$ cat src/adsf_pkg.sv
// Shared types, constants and helper functions of the distance and speed filter.
package adsf_pkg;

  localparam int DEF_CHANNELS = 4;
  localparam int DEF_ROUNDS   = 10;

  localparam int SAMPLE_W  = 12;
  localparam int CHAN_W    = 2;
  localparam int DATA_W    = 40;   // Q23.16
  localparam int COEF_W    = 32;   // Q1.30
  localparam int ACC_W     = 44;   // three truncated products, exact
  localparam int SAT_IN_W  = 52;
  localparam int NUM_REGS  = 6;
  localparam int REG_IDX_W = 3;

  // configuration register indexes
  localparam logic [REG_IDX_W-1:0] REG_POS_NOW  = 3'd0;
  localparam logic [REG_IDX_W-1:0] REG_POS_PREV = 3'd1;
  localparam logic [REG_IDX_W-1:0] REG_POS_FB   = 3'd2;
  localparam logic [REG_IDX_W-1:0] REG_SPD_NOW  = 3'd3;
  localparam logic [REG_IDX_W-1:0] REG_SPD_PREV = 3'd4;
  localparam logic [REG_IDX_W-1:0] REG_SPD_FB   = 3'd5;

  localparam logic signed [COEF_W-1:0] RST_POS_NOW  = 32'sd1786592;
  localparam logic signed [COEF_W-1:0] RST_POS_PREV = 32'sd1786592;
  localparam logic signed [COEF_W-1:0] RST_POS_FB   = -32'sd1070168640;
  localparam logic signed [COEF_W-1:0] RST_SPD_NOW  = 32'sd10631107;
  localparam logic signed [COEF_W-1:0] RST_SPD_PREV = 32'sd10631107;
  localparam logic signed [COEF_W-1:0] RST_SPD_FB   = -32'sd1052479610;

  // filter term selectors
  localparam logic [1:0] TERM_NOW      = 2'd0;
  localparam logic [1:0] TERM_PREV_IN  = 2'd1;
  localparam logic [1:0] TERM_PREV_OUT = 2'd2;

  localparam int KIND_SAMPLE = 0;
  localparam int KIND_TICK   = 1;

  typedef enum logic [3:0] {
    ST_IDLE,
    ST_CH_START,
    ST_SUM,
    ST_SUM_END,
    ST_SCALE,
    ST_MHI,
    ST_MLO,
    ST_MACC,
    ST_POS_DONE,
    ST_SPD_PREP,
    ST_SPD_DONE,
    ST_OUT
  } state_t;

  typedef struct packed {
    logic mul_hi;   // product of coefficient and upper data half
    logic mul_lo;   // add product of coefficient and lower data half
    logic acc_clr;
    logic acc_add;
    logic acc_sub;
  } mac_ctl_t;

  function automatic logic signed [DATA_W-1:0] sat40(input logic signed [SAT_IN_W-1:0] v);
    logic signed [DATA_W-1:0] r;
    if (v[SAT_IN_W-1:DATA_W-1] == '0 || v[SAT_IN_W-1:DATA_W-1] == '1) begin
      r = v[DATA_W-1:0];
    end else if (v[SAT_IN_W-1]) begin
      r = {1'b1, {(DATA_W-1){1'b0}}};
    end else begin
      r = {1'b0, {(DATA_W-1){1'b1}}};
    end
    return r;
  endfunction

endpackage

$ cat src/adsf_if.sv
// Valid/ready channel interfaces for input items and result items.
interface adsf_in_if;
  logic                          valid;
  logic                          ready;
  logic                          kind;
  logic [adsf_pkg::SAMPLE_W-1:0] sample;

  modport source (output valid, kind, sample, input ready);
  modport sink   (input valid, kind, sample, output ready);
endinterface

interface adsf_out_if;
  logic                               valid;
  logic                               ready;
  logic [adsf_pkg::CHAN_W-1:0]        channel;
  logic signed [adsf_pkg::DATA_W-1:0] distance;
  logic signed [adsf_pkg::DATA_W-1:0] speed;
  logic                               last;

  modport source (output valid, channel, distance, speed, last, input ready);
  modport sink   (input valid, channel, distance, speed, last, output ready);
endinterface

$ cat src/adsf_ram.sv
// Generic single-write, single-read RAM with registered read data.
module adsf_ram #(
  parameter int WIDTH = 12,
  parameter int DEPTH = 40,
  parameter int AW    = (DEPTH > 1) ? $clog2(DEPTH) : 1
) (
  input  logic             clk,
  input  logic             we,
  input  logic [AW-1:0]    waddr,
  input  logic [WIDTH-1:0] wdata,
  input  logic             re,
  input  logic [AW-1:0]    raddr,
  output logic [WIDTH-1:0] rdata
);

  logic [WIDTH-1:0] mem [DEPTH];
  logic [WIDTH-1:0] rdata_r;

  always_ff @(posedge clk) begin
    if (we) begin
      mem[waddr] <= wdata;
    end
    if (re) begin
      rdata_r <= mem[raddr];
    end
  end

  assign rdata = rdata_r;

endmodule

$ cat src/adsf_window.sv
// Circular sample window: RAM, write slot and fill tracking.
module adsf_window #(
  parameter int DEPTH = 40,
  parameter int AW    = (DEPTH > 1) ? $clog2(DEPTH) : 1
) (
  input  logic                          clk,
  input  logic                          rst_n,
  input  logic                          wr_en,
  input  logic [adsf_pkg::SAMPLE_W-1:0] wr_data,
  input  logic                          rd_en,
  input  logic [AW-1:0]                 rd_addr,
  output logic [adsf_pkg::SAMPLE_W-1:0] rd_data
);
  import adsf_pkg::*;

  logic [AW-1:0]       slot_r;
  logic                full_r;
  logic                vld_r;
  logic [SAMPLE_W-1:0] ram_q;

  // slots fill from zero upward, so never-written entries lie at or above slot_r until wrap
  always_ff @(posedge clk) begin
    if (!rst_n) begin
      slot_r <= '0;
      full_r <= 1'b0;
      vld_r  <= 1'b0;
    end else begin
      if (wr_en) begin
        if (slot_r == AW'(DEPTH - 1)) begin
          slot_r <= '0;
          full_r <= 1'b1;
        end else begin
          slot_r <= slot_r + AW'(1);
        end
      end
      if (rd_en) begin
        vld_r <= full_r || (rd_addr < slot_r);
      end
    end
  end

  adsf_ram #(
    .WIDTH (SAMPLE_W),
    .DEPTH (DEPTH),
    .AW    (AW)
  ) u_ram (
    .clk   (clk),
    .we    (wr_en),
    .waddr (slot_r),
    .wdata (wr_data),
    .re    (rd_en),
    .raddr (rd_addr),
    .rdata (ram_q)
  );

  assign rd_data = vld_r ? ram_q : '0;

endmodule

$ cat src/adsf_mac.sv
// Shared multiply-accumulate unit: 32x21 multiplier, Q30 truncation, 44-bit accumulator.
module adsf_mac (
  input  logic                               clk,
  input  adsf_pkg::mac_ctl_t                 ctl,
  input  logic signed [adsf_pkg::COEF_W-1:0] coef,
  input  logic signed [adsf_pkg::DATA_W-1:0] data,
  output logic signed [adsf_pkg::ACC_W-1:0]  acc
);
  import adsf_pkg::*;

  localparam int HALF_W = DATA_W / 2;
  localparam int PROD_W = COEF_W + HALF_W + 1;
  localparam int PART_W = PROD_W + HALF_W;
  localparam int TERM_W = PART_W - 30;

  logic signed [HALF_W:0]   mul_b;
  logic signed [PROD_W-1:0] prod;
  logic signed [PART_W-1:0] part_r;
  logic signed [TERM_W-1:0] term;
  logic signed [ACC_W-1:0]  acc_r;

  // upper half signed, lower half unsigned: data = hi*2^20 + lo
  assign mul_b = ctl.mul_hi ? {data[DATA_W-1], data[DATA_W-1:HALF_W]}
                            : {1'b0, data[HALF_W-1:0]};
  assign prod  = coef * mul_b;
  // floor(coef*data / 2^30)
  assign term  = part_r[PART_W-1:30];

  always_ff @(posedge clk) begin
    if (ctl.mul_hi) begin
      part_r <= {prod, {HALF_W{1'b0}}};
    end else if (ctl.mul_lo) begin
      part_r <= part_r + PART_W'(prod);
    end
    if (ctl.acc_clr) begin
      acc_r <= '0;
    end else if (ctl.acc_add) begin
      acc_r <= acc_r + ACC_W'(term);
    end else if (ctl.acc_sub) begin
      acc_r <= acc_r - ACC_W'(term);
    end
  end

  assign acc = acc_r;

endmodule

$ cat src/adc_distance_speed_filter.sv
// Top level of the converter distance and speed filter.
// Usage: a sample item (kind 0) is written into the circular window of
// CHANNELS*ROUNDS entries in scan order and is taken with no result, the
// block staying ready for the next item. A tick item (kind 1) runs every
// channel in turn through one shared multiply-accumulate unit: ROUNDS window
// reads (one RAM read port) to sum the channel, a scale to Q23.16, three
// coefficient terms for the position filter, the speed difference times
// 1000, and three terms for the speed filter. Each term passes the 32x21
// multiplier in the steps upper data half, lower data half, truncate and
// accumulate. A tick holds the block until its final result is taken,
// longer when the result side stalls. Results come in channel order, last
// set on the final one. in ready is low for the whole tick. Registers must
// be written through the cfg port only while no tick is in progress; the
// block itself does not enforce this. An index above five is ignored.
// Never-written window entries read as zero, tracked by the write slot and a
// wrap flag, so no clearing pass is needed after reset.
module adc_distance_speed_filter #(
  parameter int CHANNELS = adsf_pkg::DEF_CHANNELS,
  parameter int ROUNDS   = adsf_pkg::DEF_ROUNDS
) (
  input  logic                            clk,
  input  logic                            rst_n,
  adsf_in_if.sink                         in_chan,
  adsf_out_if.source                      out_chan,
  input  logic                            cfg_wr_en,
  input  logic [adsf_pkg::REG_IDX_W-1:0]  cfg_index,
  input  logic [adsf_pkg::COEF_W-1:0]     cfg_data
);
  import adsf_pkg::*;

  localparam int WIN   = CHANNELS * ROUNDS;
  localparam int AW    = (WIN > 1) ? $clog2(WIN) : 1;
  localparam int CH_W  = (CHANNELS > 1) ? $clog2(CHANNELS) : 1;
  localparam int RD_W  = (ROUNDS > 1) ? $clog2(ROUNDS) : 1;
  localparam int SUM_W = $clog2(ROUNDS) + SAMPLE_W;
  localparam int DIF_W = DATA_W + 1;
  localparam int SPM_W = DIF_W + 10;

  // sequencer
  state_t state_r, state_nxt;
  logic   in_acc, out_acc;
  logic   win_we, rd_en;
  mac_ctl_t mac_ctl;

  logic [CH_W-1:0]  ch_r;
  logic [1:0]       term_r;
  logic             spd_r;      // 0: position filter, 1: speed filter
  logic [RD_W-1:0]  rd_cnt_r;
  logic [AW-1:0]    ptr_r;
  logic             pend_r;

  // datapath
  logic [SAMPLE_W-1:0]      rd_data;
  logic [SUM_W-1:0]         sum_r;
  logic signed [DATA_W-1:0] x_r;
  logic signed [DATA_W-1:0] dist_r;
  logic signed [DATA_W-1:0] prev_dist_r;
  logic signed [DATA_W-1:0] pos_pin_r  [CHANNELS];
  logic signed [DATA_W-1:0] pos_pout_r [CHANNELS];
  logic signed [DATA_W-1:0] spd_pin_r  [CHANNELS];
  logic signed [DATA_W-1:0] spd_pout_r [CHANNELS];
  logic signed [COEF_W-1:0] cfg_r      [NUM_REGS];

  logic [REG_IDX_W-1:0]     coef_idx;
  logic signed [COEF_W-1:0] coef;
  logic signed [DATA_W-1:0] mac_data;
  logic signed [ACC_W-1:0]  acc;
  logic signed [DATA_W-1:0] acc_sat;
  logic signed [DATA_W-1:0] scaled;
  logic signed [DIF_W-1:0]  dist_diff;
  logic signed [SPM_W-1:0]  diff_x1000;
  logic signed [DATA_W-1:0] raw_speed;

  logic [CHAN_W-1:0]        out_channel_r;
  logic signed [DATA_W-1:0] out_distance_r;
  logic signed [DATA_W-1:0] out_speed_r;
  logic                     out_last_r;

  assign in_acc  = in_chan.valid && in_chan.ready;
  assign out_acc = out_chan.valid && out_chan.ready;

  // next state
  always_comb begin
    state_nxt = state_r;
    unique case (state_r)
      ST_IDLE:     if (in_acc && in_chan.kind == 1'(KIND_TICK)) state_nxt = ST_CH_START;
      ST_CH_START: state_nxt = ST_SUM;
      ST_SUM:      if (rd_cnt_r == RD_W'(ROUNDS - 1)) state_nxt = ST_SUM_END;
      ST_SUM_END:  state_nxt = ST_SCALE;
      ST_SCALE:    state_nxt = ST_MHI;
      ST_MHI:      state_nxt = ST_MLO;
      ST_MLO:      state_nxt = ST_MACC;
      ST_MACC: begin
        if (term_r == TERM_PREV_OUT) begin
          state_nxt = spd_r ? ST_SPD_DONE : ST_POS_DONE;
        end else begin
          state_nxt = ST_MHI;
        end
      end
      ST_POS_DONE: state_nxt = ST_SPD_PREP;
      ST_SPD_PREP: state_nxt = ST_MHI;
      ST_SPD_DONE: state_nxt = ST_OUT;
      ST_OUT: begin
        if (out_acc) begin
          state_nxt = (ch_r == CH_W'(CHANNELS - 1)) ? ST_IDLE : ST_CH_START;
        end
      end
      default:     state_nxt = ST_IDLE;
    endcase
  end

  // control outputs
  always_comb begin
    mac_ctl         = '0;
    win_we          = 1'b0;
    rd_en           = 1'b0;
    in_chan.ready   = 1'b0;
    out_chan.valid  = 1'b0;
    unique case (state_r)
      ST_IDLE: begin
        // ready is high here, so valid alone marks a transfer
        in_chan.ready = 1'b1;
        win_we        = in_chan.valid && in_chan.kind == 1'(KIND_SAMPLE);
      end
      ST_SUM:      rd_en = 1'b1;
      ST_SCALE:    mac_ctl.acc_clr = 1'b1;
      ST_SPD_PREP: mac_ctl.acc_clr = 1'b1;
      ST_MHI:      mac_ctl.mul_hi = 1'b1;
      ST_MLO:      mac_ctl.mul_lo = 1'b1;
      ST_MACC: begin
        // feedback term is subtracted
        mac_ctl.acc_sub = (term_r == TERM_PREV_OUT);
        mac_ctl.acc_add = (term_r != TERM_PREV_OUT);
      end
      ST_OUT:      out_chan.valid = 1'b1;
      default: ;
    endcase
  end

  adsf_window #(
    .DEPTH (WIN),
    .AW    (AW)
  ) u_window (
    .clk     (clk),
    .rst_n   (rst_n),
    .wr_en   (win_we),
    .wr_data (in_chan.sample),
    .rd_en   (rd_en),
    .rd_addr (ptr_r),
    .rd_data (rd_data)
  );

  // operand selection for the shared unit
  assign coef_idx = spd_r ? (REG_SPD_NOW + REG_IDX_W'(term_r))
                          : (REG_POS_NOW + REG_IDX_W'(term_r));
  assign coef     = cfg_r[coef_idx];

  always_comb begin
    case (term_r)
      TERM_NOW:     mac_data = x_r;
      TERM_PREV_IN: mac_data = spd_r ? spd_pin_r[ch_r] : pos_pin_r[ch_r];
      default:      mac_data = spd_r ? spd_pout_r[ch_r] : pos_pout_r[ch_r];
    endcase
  end

  adsf_mac u_mac (
    .clk  (clk),
    .ctl  (mac_ctl),
    .coef (coef),
    .data (mac_data),
    .acc  (acc)
  );

  assign acc_sat = sat40(SAT_IN_W'(acc));
  // sum * 15/2048 mm in Q16 is sum * 480
  assign scaled  = DATA_W'({sum_r, 9'b0}) - DATA_W'({sum_r, 5'b0});
  // x1000 = x1024 - x16 - x8
  assign dist_diff  = DIF_W'(dist_r) - DIF_W'(prev_dist_r);
  assign diff_x1000 = (SPM_W'(dist_diff) <<< 10) - (SPM_W'(dist_diff) <<< 4)
                    - (SPM_W'(dist_diff) <<< 3);
  assign raw_speed  = sat40(SAT_IN_W'(diff_x1000));

  // control state and filter history
  always_ff @(posedge clk) begin
    if (!rst_n) begin
      state_r  <= ST_IDLE;
      ch_r     <= '0;
      term_r   <= TERM_NOW;
      spd_r    <= 1'b0;
      rd_cnt_r <= '0;
      ptr_r    <= '0;
      pend_r   <= 1'b0;
      for (int i = 0; i < CHANNELS; i++) begin
        pos_pin_r[i]  <= '0;
        pos_pout_r[i] <= '0;
        spd_pin_r[i]  <= '0;
        spd_pout_r[i] <= '0;
      end
      cfg_r[REG_POS_NOW]  <= RST_POS_NOW;
      cfg_r[REG_POS_PREV] <= RST_POS_PREV;
      cfg_r[REG_POS_FB]   <= RST_POS_FB;
      cfg_r[REG_SPD_NOW]  <= RST_SPD_NOW;
      cfg_r[REG_SPD_PREV] <= RST_SPD_PREV;
      cfg_r[REG_SPD_FB]   <= RST_SPD_FB;
    end else begin
      state_r <= state_nxt;
      pend_r  <= rd_en;
      if (cfg_wr_en && cfg_index < REG_IDX_W'(NUM_REGS)) begin
        cfg_r[cfg_index] <= cfg_data;
      end
      unique case (state_r)
        ST_IDLE: begin
          ch_r <= '0;
        end
        ST_CH_START: begin
          rd_cnt_r <= '0;
          ptr_r    <= AW'(ch_r);
        end
        ST_SUM: begin
          rd_cnt_r <= rd_cnt_r + RD_W'(1);
          ptr_r    <= ptr_r + AW'(CHANNELS);
        end
        ST_SCALE: begin
          term_r <= TERM_NOW;
          spd_r  <= 1'b0;
        end
        ST_MACC: begin
          if (term_r != TERM_PREV_OUT) begin
            term_r <= term_r + 2'd1;
          end
        end
        ST_POS_DONE: begin
          pos_pin_r[ch_r]  <= x_r;
          pos_pout_r[ch_r] <= acc_sat;
        end
        ST_SPD_PREP: begin
          term_r <= TERM_NOW;
          spd_r  <= 1'b1;
        end
        ST_SPD_DONE: begin
          spd_pin_r[ch_r]  <= x_r;
          spd_pout_r[ch_r] <= acc_sat;
        end
        ST_OUT: begin
          if (out_acc && ch_r != CH_W'(CHANNELS - 1)) begin
            ch_r <= ch_r + CH_W'(1);
          end
        end
        default: ;
      endcase
    end
  end

  // payload registers
  always_ff @(posedge clk) begin
    if (state_r == ST_CH_START) begin
      sum_r <= '0;
    end else if (pend_r) begin
      sum_r <= sum_r + SUM_W'(rd_data);
    end
    case (state_r)
      ST_SCALE:    x_r <= scaled;
      ST_POS_DONE: begin
        dist_r      <= acc_sat;
        prev_dist_r <= pos_pout_r[ch_r];
      end
      ST_SPD_PREP: x_r <= raw_speed;
      ST_SPD_DONE: begin
        out_channel_r  <= CHAN_W'(ch_r);
        out_distance_r <= dist_r;
        out_speed_r    <= acc_sat;
        out_last_r     <= (ch_r == CH_W'(CHANNELS - 1));
      end
      default: ;
    endcase
  end

  assign out_chan.channel  = out_channel_r;
  assign out_chan.distance = out_distance_r;
  assign out_chan.speed    = out_speed_r;
  assign out_chan.last     = out_last_r;

endmodule

$ cat src/flat_wrapper.sv
// flat-port wrapper written by rule: the top's interface ports become plain ports
module adc_distance_speed_filter_flat import adsf_pkg::*;
#(
  parameter int CHANNELS = adsf_pkg::DEF_CHANNELS,
  parameter int ROUNDS   = adsf_pkg::DEF_ROUNDS
)
  (clk, rst_n, cfg_wr_en, cfg_index, cfg_data, in_chan_valid, in_chan_kind, in_chan_sample, in_chan_ready, out_chan_valid, out_chan_channel, out_chan_distance, out_chan_speed, out_chan_last, out_chan_ready);
  adsf_in_if in_chan_i ();
  adsf_out_if out_chan_i ();
  input  logic clk;
  input  logic rst_n;
  input  logic cfg_wr_en;
  input  logic [adsf_pkg::REG_IDX_W-1:0] cfg_index;
  input  logic [adsf_pkg::COEF_W-1:0] cfg_data;
  input wire logic [$bits(in_chan_i.valid)-1:0] in_chan_valid;
  input wire logic [$bits(in_chan_i.kind)-1:0] in_chan_kind;
  input wire logic [$bits(in_chan_i.sample)-1:0] in_chan_sample;
  output wire logic [$bits(in_chan_i.ready)-1:0] in_chan_ready;
  output wire logic [$bits(out_chan_i.valid)-1:0] out_chan_valid;
  output wire logic [$bits(out_chan_i.channel)-1:0] out_chan_channel;
  output wire logic [$bits(out_chan_i.distance)-1:0] out_chan_distance;
  output wire logic [$bits(out_chan_i.speed)-1:0] out_chan_speed;
  output wire logic [$bits(out_chan_i.last)-1:0] out_chan_last;
  input wire logic [$bits(out_chan_i.ready)-1:0] out_chan_ready;
  assign in_chan_i.valid = in_chan_valid;
  assign in_chan_i.kind = in_chan_kind;
  assign in_chan_i.sample = in_chan_sample;
  assign in_chan_ready = in_chan_i.ready;
  assign out_chan_valid = out_chan_i.valid;
  assign out_chan_channel = out_chan_i.channel;
  assign out_chan_distance = out_chan_i.distance;
  assign out_chan_speed = out_chan_i.speed;
  assign out_chan_last = out_chan_i.last;
  assign out_chan_i.ready = out_chan_ready;
  adc_distance_speed_filter #(.CHANNELS(CHANNELS), .ROUNDS(ROUNDS)) u_core (.clk(clk), .rst_n(rst_n), .in_chan(in_chan_i), .out_chan(out_chan_i), .cfg_wr_en(cfg_wr_en), .cfg_index(cfg_index), .cfg_data(cfg_data));
endmodule
$ cat config.mk
export PLATFORM = sky130hd
export DESIGN_NAME = adc_distance_speed_filter_flat
export DESIGN_NICKNAME = d
export VERILOG_FILES = /design/src/adsf_pkg.sv /design/src/adsf_if.sv /design/src/adsf_ram.sv /design/src/adsf_window.sv /design/src/adsf_mac.sv /design/src/adc_distance_speed_filter.sv /design/src/flat_wrapper.sv
export SDC_FILE = /design/constraint.sdc
export NUM_CORES = 2
export LEC_CHECK = 0
export BUFFER_PORTS_ARGS = -buffer_cell sky130_fd_sc_hd__buf_2
export CAP_MARGIN = 5
export CORE_MARGIN = 3
export CORE_UTILIZATION = 45
export CTS_BUF_LIST = sky130_fd_sc_hd__clkbuf_8
export CTS_CLUSTER_DIAMETER = 50
export DETAILED_ROUTE_END_ITERATION = 10
export GPL_ROUTABILITY_DRIVEN = 0
export PLACE_DENSITY = 0.69
export SKIP_CTS_REPAIR_TIMING = 1
export SLEW_MARGIN = 10
export SYNTH_ARGS = -nofsm -noshare
export SYNTH_HDL_FRONTEND = slang
export SYNTH_SLANG_ARGS = --single-unit
$ cat constraint.sdc
create_clock -name clk -period 14.1 [get_ports clk]
set_input_delay 1.41 -clock clk [delete_from_list [all_inputs] [get_ports clk]]
set_output_delay 1.41 -clock clk [all_outputs]
set_load 0.05 [all_outputs]
Word level (Yosys, flattened, before mapping)
Memories as Yosys holds them, arrays and structs flattened. A register that Yosys moved wholly into a read port is not among the register bits.
Cells that the tools add are included.
- bitwise operators: 1
- magnitude comparators: 2
- reductions and logical operators: 29
- $add $sub $neg: 14
- eq/ne operators: 25
- muxes and demuxes: 73
- $mul: 1
- operators by type and width (operator ; count):
    2-to-1 mux 40 bit ; 10
    case mux 40 bit (2 select lines) ; 2
    OR reduction 40 bit ; 4
    2-to-1 mux 73 bit ; 2
    2-to-1 mux 44 bit ; 2
    adder 73 x 53 -> 73 bit ; 1
    multiplier 32 x 21 -> 53 bit ; 1
    subtractor 51 x 44 -> 51 bit ; 1
    subtractor 51 x 45 -> 51 bit ; 1
    adder 44 x 43 -> 44 bit ; 1
    case mux 4 bit (11 select lines) ; 1
    subtractor 44 x 43 -> 44 bit ; 1
    subtractor 40 x 40 -> 41 bit ; 1
    2-to-1 mux 2 bit ; 16
    2-to-1 mux 32 bit ; 1
    OR reduction 32 bit ; 1
    equality test 13 bit (second input constant) ; 2
    zero test 13 bit ; 2
    subtractor 25 x 21 -> 26 bit ; 1
    2-to-1 mux 1 bit ; 25
    2-to-1 mux 21 bit ; 1
    equality test 4 bit (second input constant) ; 5
    adder 16 x 12 -> 16 bit ; 1
    equality test 4 x 3 -> 1 bit (second input constant) ; 4
    31 further kinds ; 58
- register bits after elaboration: 364
- bits of input ports: 53
- memory bits (writable): 1312
- memories: 6
- word-level logic and storage cells: 172
- output and inout port bits: 85
- memory list (name ; words ; bits a word ; read ports ; clocked after memory_dff ; write ports ; line ; text):
    u_core.u_window.u_ram.mem ; 40 ; 12 ; 1 ; 1 ; 1 ; adsf_ram.sv:16 ; logic [WIDTH-1:0] mem [DEPTH];
    u_core.cfg_r ; 6 ; 32 ; 1 ; 0 ; 6 ; adc_distance_speed_filter.sv:62 ; logic signed [COEF_W-1:0] cfg_r [NUM_REGS];
    u_core.pos_pin_r ; 4 ; 40 ; 1 ; 1 ; 4 ; adc_distance_speed_filter.sv:58 ; logic signed [DATA_W-1:0] pos_pin_r [CHANNELS];
    u_core.pos_pout_r ; 4 ; 40 ; 1 ; 1 ; 4 ; adc_distance_speed_filter.sv:59 ; logic signed [DATA_W-1:0] pos_pout_r [CHANNELS];
    u_core.spd_pin_r ; 4 ; 40 ; 1 ; 1 ; 4 ; adc_distance_speed_filter.sv:60 ; logic signed [DATA_W-1:0] spd_pin_r [CHANNELS];
    u_core.spd_pout_r ; 4 ; 40 ; 1 ; 1 ; 4 ; adc_distance_speed_filter.sv:61 ; logic signed [DATA_W-1:0] spd_pout_r [CHANNELS];

Depth between registers and ports, before layout
- depth after elaboration: 8
- mapped depth: 51
- mapped depth without buffers: 47

Cells and area by module
A second synthesis with hierarchy kept.
- cells, all modules: 9248
- area, all modules: 109597.6 sq um
- modules (own cells, without submodules) (module ; times used ; area each (sq um) ; cells an instance):
    adc_distance_speed_filter ; 1 ; 54359.6 ; 4040
    adsf_mac ; 1 ; 35293.8 ; 4138
    adsf_ram ; 1 ; 19386.1 ; 1005
    adsf_window ; 1 ; 558.0 ; 65

Worst setup path after synthesis
OpenSTA, ideal clock, no wires.
- path type: reg-to-reg
- start point: register with a tool-made name
- end point: register u_core.u_mac.part_r[72] (data pin)
- path slack: 1408 ps
- path buffers: 6
- library setup time: 161 ps
- data required time: 13939 ps
- cell stages (with the launch flop): 47
- arrival time: 12531 ps
- cell sequence: dfxtp_1 -> buf_2 -> buf_2 -> buf_2 -> mux4_2 -> mux4_2 -> a221oi_1 -> clkbuf_1 -> nor2_1 -> fa_1 -> inv_1 -> fa_1 -> fa_1 -> inv_1 -> fa_1 -> fa_1 -> fa_1 -> inv_1 -> [11 not listed] -> a31oi_1 -> o21ai_0 -> a21oi_1 -> xnor2_1 -> ha_1 -> clkbuf_1 -> nand4_1 -> or3_1 -> a21oi_1 -> nand3_1 -> o211ai_1 -> a31o_2 -> nand3b_1 -> a21o_1 -> a31o_2 -> xnor2_1 -> or2_2 -> mux2i_1
- RTL lines (what ; line ; text):
    to (signal assigned) ; adsf_mac.sv:31 ; part_r <= {prod, {HALF_W{1'b0}}};
    to (signal assigned) ; adsf_mac.sv:33 ; part_r <= part_r + PART_W'(prod);
    to (decl) ; adsf_mac.sv:18 ; logic signed [PART_W-1:0] part_r;

Worst setup path after layout
- start point: register u_core.state_r[2]
- end point: register u_core.u_mac.part_r[50] (data pin)
- cells in the longest elaborated chain, start to end: 7
- ends and longest elaborated chain (what ; line ; text):
    from (decl) ; adc_distance_speed_filter.sv:40 ; state_t state_r, state_nxt;
    from (signal assigned) ; adc_distance_speed_filter.sv:206 ; state_r <= state_nxt;
    equality test 4 x 3 -> 1 bit * ; adc_distance_speed_filter.sv:119 ; unique case (state_r)
    2-to-1 mux 1 bit * ; adc_distance_speed_filter.sv:119 ;
    2-to-1 mux 21 bit ; adsf_mac.sv:23 ; assign mul_b = ctl.mul_hi ? {data[DATA_W-1], data[DATA_W-1:HALF_W]}
    multiplier 32 x 21 -> 53 bit ; adsf_mac.sv:25 ; assign prod = coef * mul_b;
    adder 73 x 53 -> 73 bit ; adsf_mac.sv:33 ;
    2-to-1 mux 73 bit ; adsf_mac.sv:32 ; end else if (ctl.mul_lo) begin
    2-to-1 mux 73 bit * ; adsf_mac.sv:30 ; if (ctl.mul_hi) begin
Mark *: on every way between the ends. The rest lies on a longest branch, timed or not. The select of a mux whose other input is x is not followed.
A chain may end at the register's enable or synchronous reset.

==> results.tsv <==
stage	metric	value	unit
synth	syn_area_per_cell	12.1	um^2
route	drc	0	
synth	ys_seq_area_share	47.3	%
critical_path	worst_path_most_repeated_cell	fa_1	
critical_path	crit_type	flop to flop	
die	num_rows	179	
synth	asyncSetResetFlopFracSynth	0	%
cells_and_area	mostFrequentLayoutCells	edfxtp_1, inv_1, nor2_1, nand2_1, fa_1	
cts	cts_root_buffer	clkbuf_8	
critical_path	start_kind	flop	
route	antenna_left	0	
global_route	globalRouteOverflowTotal	0	
die	io_pins	138	
route	via_count	72800	
cts	clk_path_buf_depth	4	
timing	grt_setup_unrepaired	no	
cells_and_area	fill_cells	20400	
timing	period_needed	13.42	ns
cts	clk_latency	1.08	ns
global_route	grt_pass1_vias	74100	
cts	cts_tree	yes	
synth	yosys_warnings	0	
synth	synth.area.top_cells	edfxtp_1, fa_1, mux4_2, ha_1, inv_1	
worst_hold_path	hp-class	flop to flop	
critical_path	cp.arrival	14.08	ns
critical_path	required	14.76	ns
timing	hold_viol	0	
flow_run	drv_cap	0	
global_route	grt_pass1_wl	449000	um
timing	drv_slew	0	
cts	path_clk_slew	0.06	ns
cells_and_area	final_common_cell	edfxtp_1	
timing	clock-skew-final	0.146	ns
cells_and_area	drive_above_1_share	13.6	%
die	start_util	45.3	%
critical_path	endpoint_kind	flop	
die	die_area	246000	um^2
placed_design	place_hpwl	207000	um
timing	tns	0	ns
cts	numCtsBuffers	309	
synth	syn_area	108000	um^2
timing	worst_pin_slew	1.31	ns
synth	yosysTopAreaCell	edfxtp_1	
synth	ys_ff_latch	1736	
synth	synth_top_flop_cell	edfxtp_1	
cts	cts-htree-levels	5	
cells_and_area	area_growth	10.1	%
cells_and_area	num-nets-final	10300	
synth	ys_types	98	
critical_path	worstPathMaxFanout	19	
die	die_h	496	um
route	dr.pass1.iters	6	
synth	synth_edf_count	1626	
route	drt_iter0_markers	8241	
timing	finalSetupViolCount	0	
global_route	grt_use_total	23.9	%
timing	fmax	0.0745	GHz
outcome	status	finished, final reports clean	
critical_path	max_stage_delay	0.66	ns
route	wl	294000	um
route	via_per_inst	5.79	
route	wire_per_inst	23.4	um
global_route	grt_start_max_net_pins	118	
die	core-area	238000	um^2
cts	cts.sinks	1736	
placed_design	port_buffers	137	
synth	synth_top_area_share	45.3	%
synth	synthCells	8908	
die	die_w	496	um
timing	fin_crit_sh	95.2	%
timing	relSlewSlack	12.3	%
critical_path	critPathSlowestCell	nor4bb_1	
global_route	antenna_found_initial	9	
sequential cells by signal (all words and copies together), names as in the netlist, 6 cells and up, named ones only:
register	cells
u_core.cfg_r	256
u_core.dist_r	40
u_core.out_chan.distance	40
u_core.out_chan.speed	40
u_core.pos_pin_r	152
u_core.pos_pout_r	160
u_core.prev_dist_r	40
u_core.ptr_r	6
u_core.spd_pin_r	152
u_core.spd_pout_r	160
u_core.sum_r	16
u_core.u_mac.acc	44
u_core.u_mac.part_r	73
u_core.u_window.slot_r	6
u_core.u_window.u_ram.mem	480
u_core.u_window.u_ram.rdata	12
u_core.x_r	38
worst max-delay path, delay by kind of cell (launching register included):
kind / cells / cell delay (ns)
AO/OA/AOI/OAI: 10 / 2.83
AND/OR/NAND/NOR: 13 / 3.48
buffers and inverters: 5 / 1.13
XOR/XNOR: 2 / 0.50
multiplexers: 1 / 0.51
flip-flops: 1 / 0.53
adder cells (fa/ha/maj): 9 / 4.04
final cells by class:
type                    count  area, um^2  share of cell area [%]
multi-input cells        5695       51600                    43.5
flip-flops and latches   1736       51000                    43.0
clock buffers             316        4350                    3.66
inverters                1098        4130                    3.47
well taps                3167        3960                    3.34
repair buffers            336        2270                    1.91
clock inverters           213        1390                    1.17
diodes                      4        10.0                 0.00843
path summary, 6_finish.rpt:
path	from	end	slack [ns]	cells past startpoint
setup / recovery	u_core.state_r[2]	u_core.u_mac.part_r[50]	0.68	40
hold / removal	u_core.dist_r[2]	u_core.out_chan.distance[2]	0.46	0
setup reg to reg	u_core.state_r[2]	u_core.u_mac.part_r[50]	0.68	40
hold reg to reg	u_core.dist_r[2]	u_core.out_chan.distance[2]	0.46	0
synth_stat cells (all sizes together) (15+ instances only):
cell type,count
o21ai,265
nand4,51
clkbuf,359
o22ai,24
edfxtp,1626
or3,24
nand2b,69
o21a,42
xnor2,191
nor4,16
a31oi,43
and2,120
inv,1094
o21bai,46
nor2b,86
a21boi,22
ha,391
xor2,115
a21oi,378
nor2,864
o31ai,15
dfxtp,110
nand2,798
nand3,70
a221oi,40
or2,21
mux2i,61
buf,83
mux4,387
a22o,16
mux2,54
o211ai,25
a211oi,32
nor3,39
and3,307
fa,707
a21o,153
layer usage:
metal  wire length (um)  share of wire, %  GRT usage, %
met3              28900               9.8          5.21
met2             137000                46          37.6
met1             116000                39          32.4
met5                  0                 0             0
met4              12900               4.4          9.36
stage by stage:
step	util [%]	std cells	worst slack, ns	hold slack [ns]	instance area (um^2)
6_report	49.9	12600	0.684	0.456	119000
5_1_grt	49.9	12600	0.0786	0.483	119000
4_1_cts	49.9	12600	0.681	0.460	119000
3_5_place_dp	47.5	12000	0.806	0.453	113000
3_3_place_gp	47.5	12000	1.05	0.445	113000
2_1_floorplan	-	8971	1.41	0.426	108000
logic make-up (layout without fill, tap and decap cells):
| logic type | count (synthesis) | after routing | synth area share, % |
|---|---|---|---|
| multiplexers | 502 | 502 | 9.21 |
| AO/OA/AOI/OAI | 1213 | 1213 | 7.15 |
| flip-flops | 1736 | 1736 | 47.3 |
| buffers and inverters | 1540 | 1963 | 5.44 |
| other | 1 | 68 | 0.00348 |
| XOR/XNOR | 306 | 306 | 2.48 |
| AND/OR/NAND/NOR | 2512 | 2512 | 10.8 |
| adder cells (fa/ha/maj) | 1098 | 1098 | 17.7 |
Power is not shown: default switching activity piles up to over one toggle a cycle in this logic, so the estimate is an artifact.
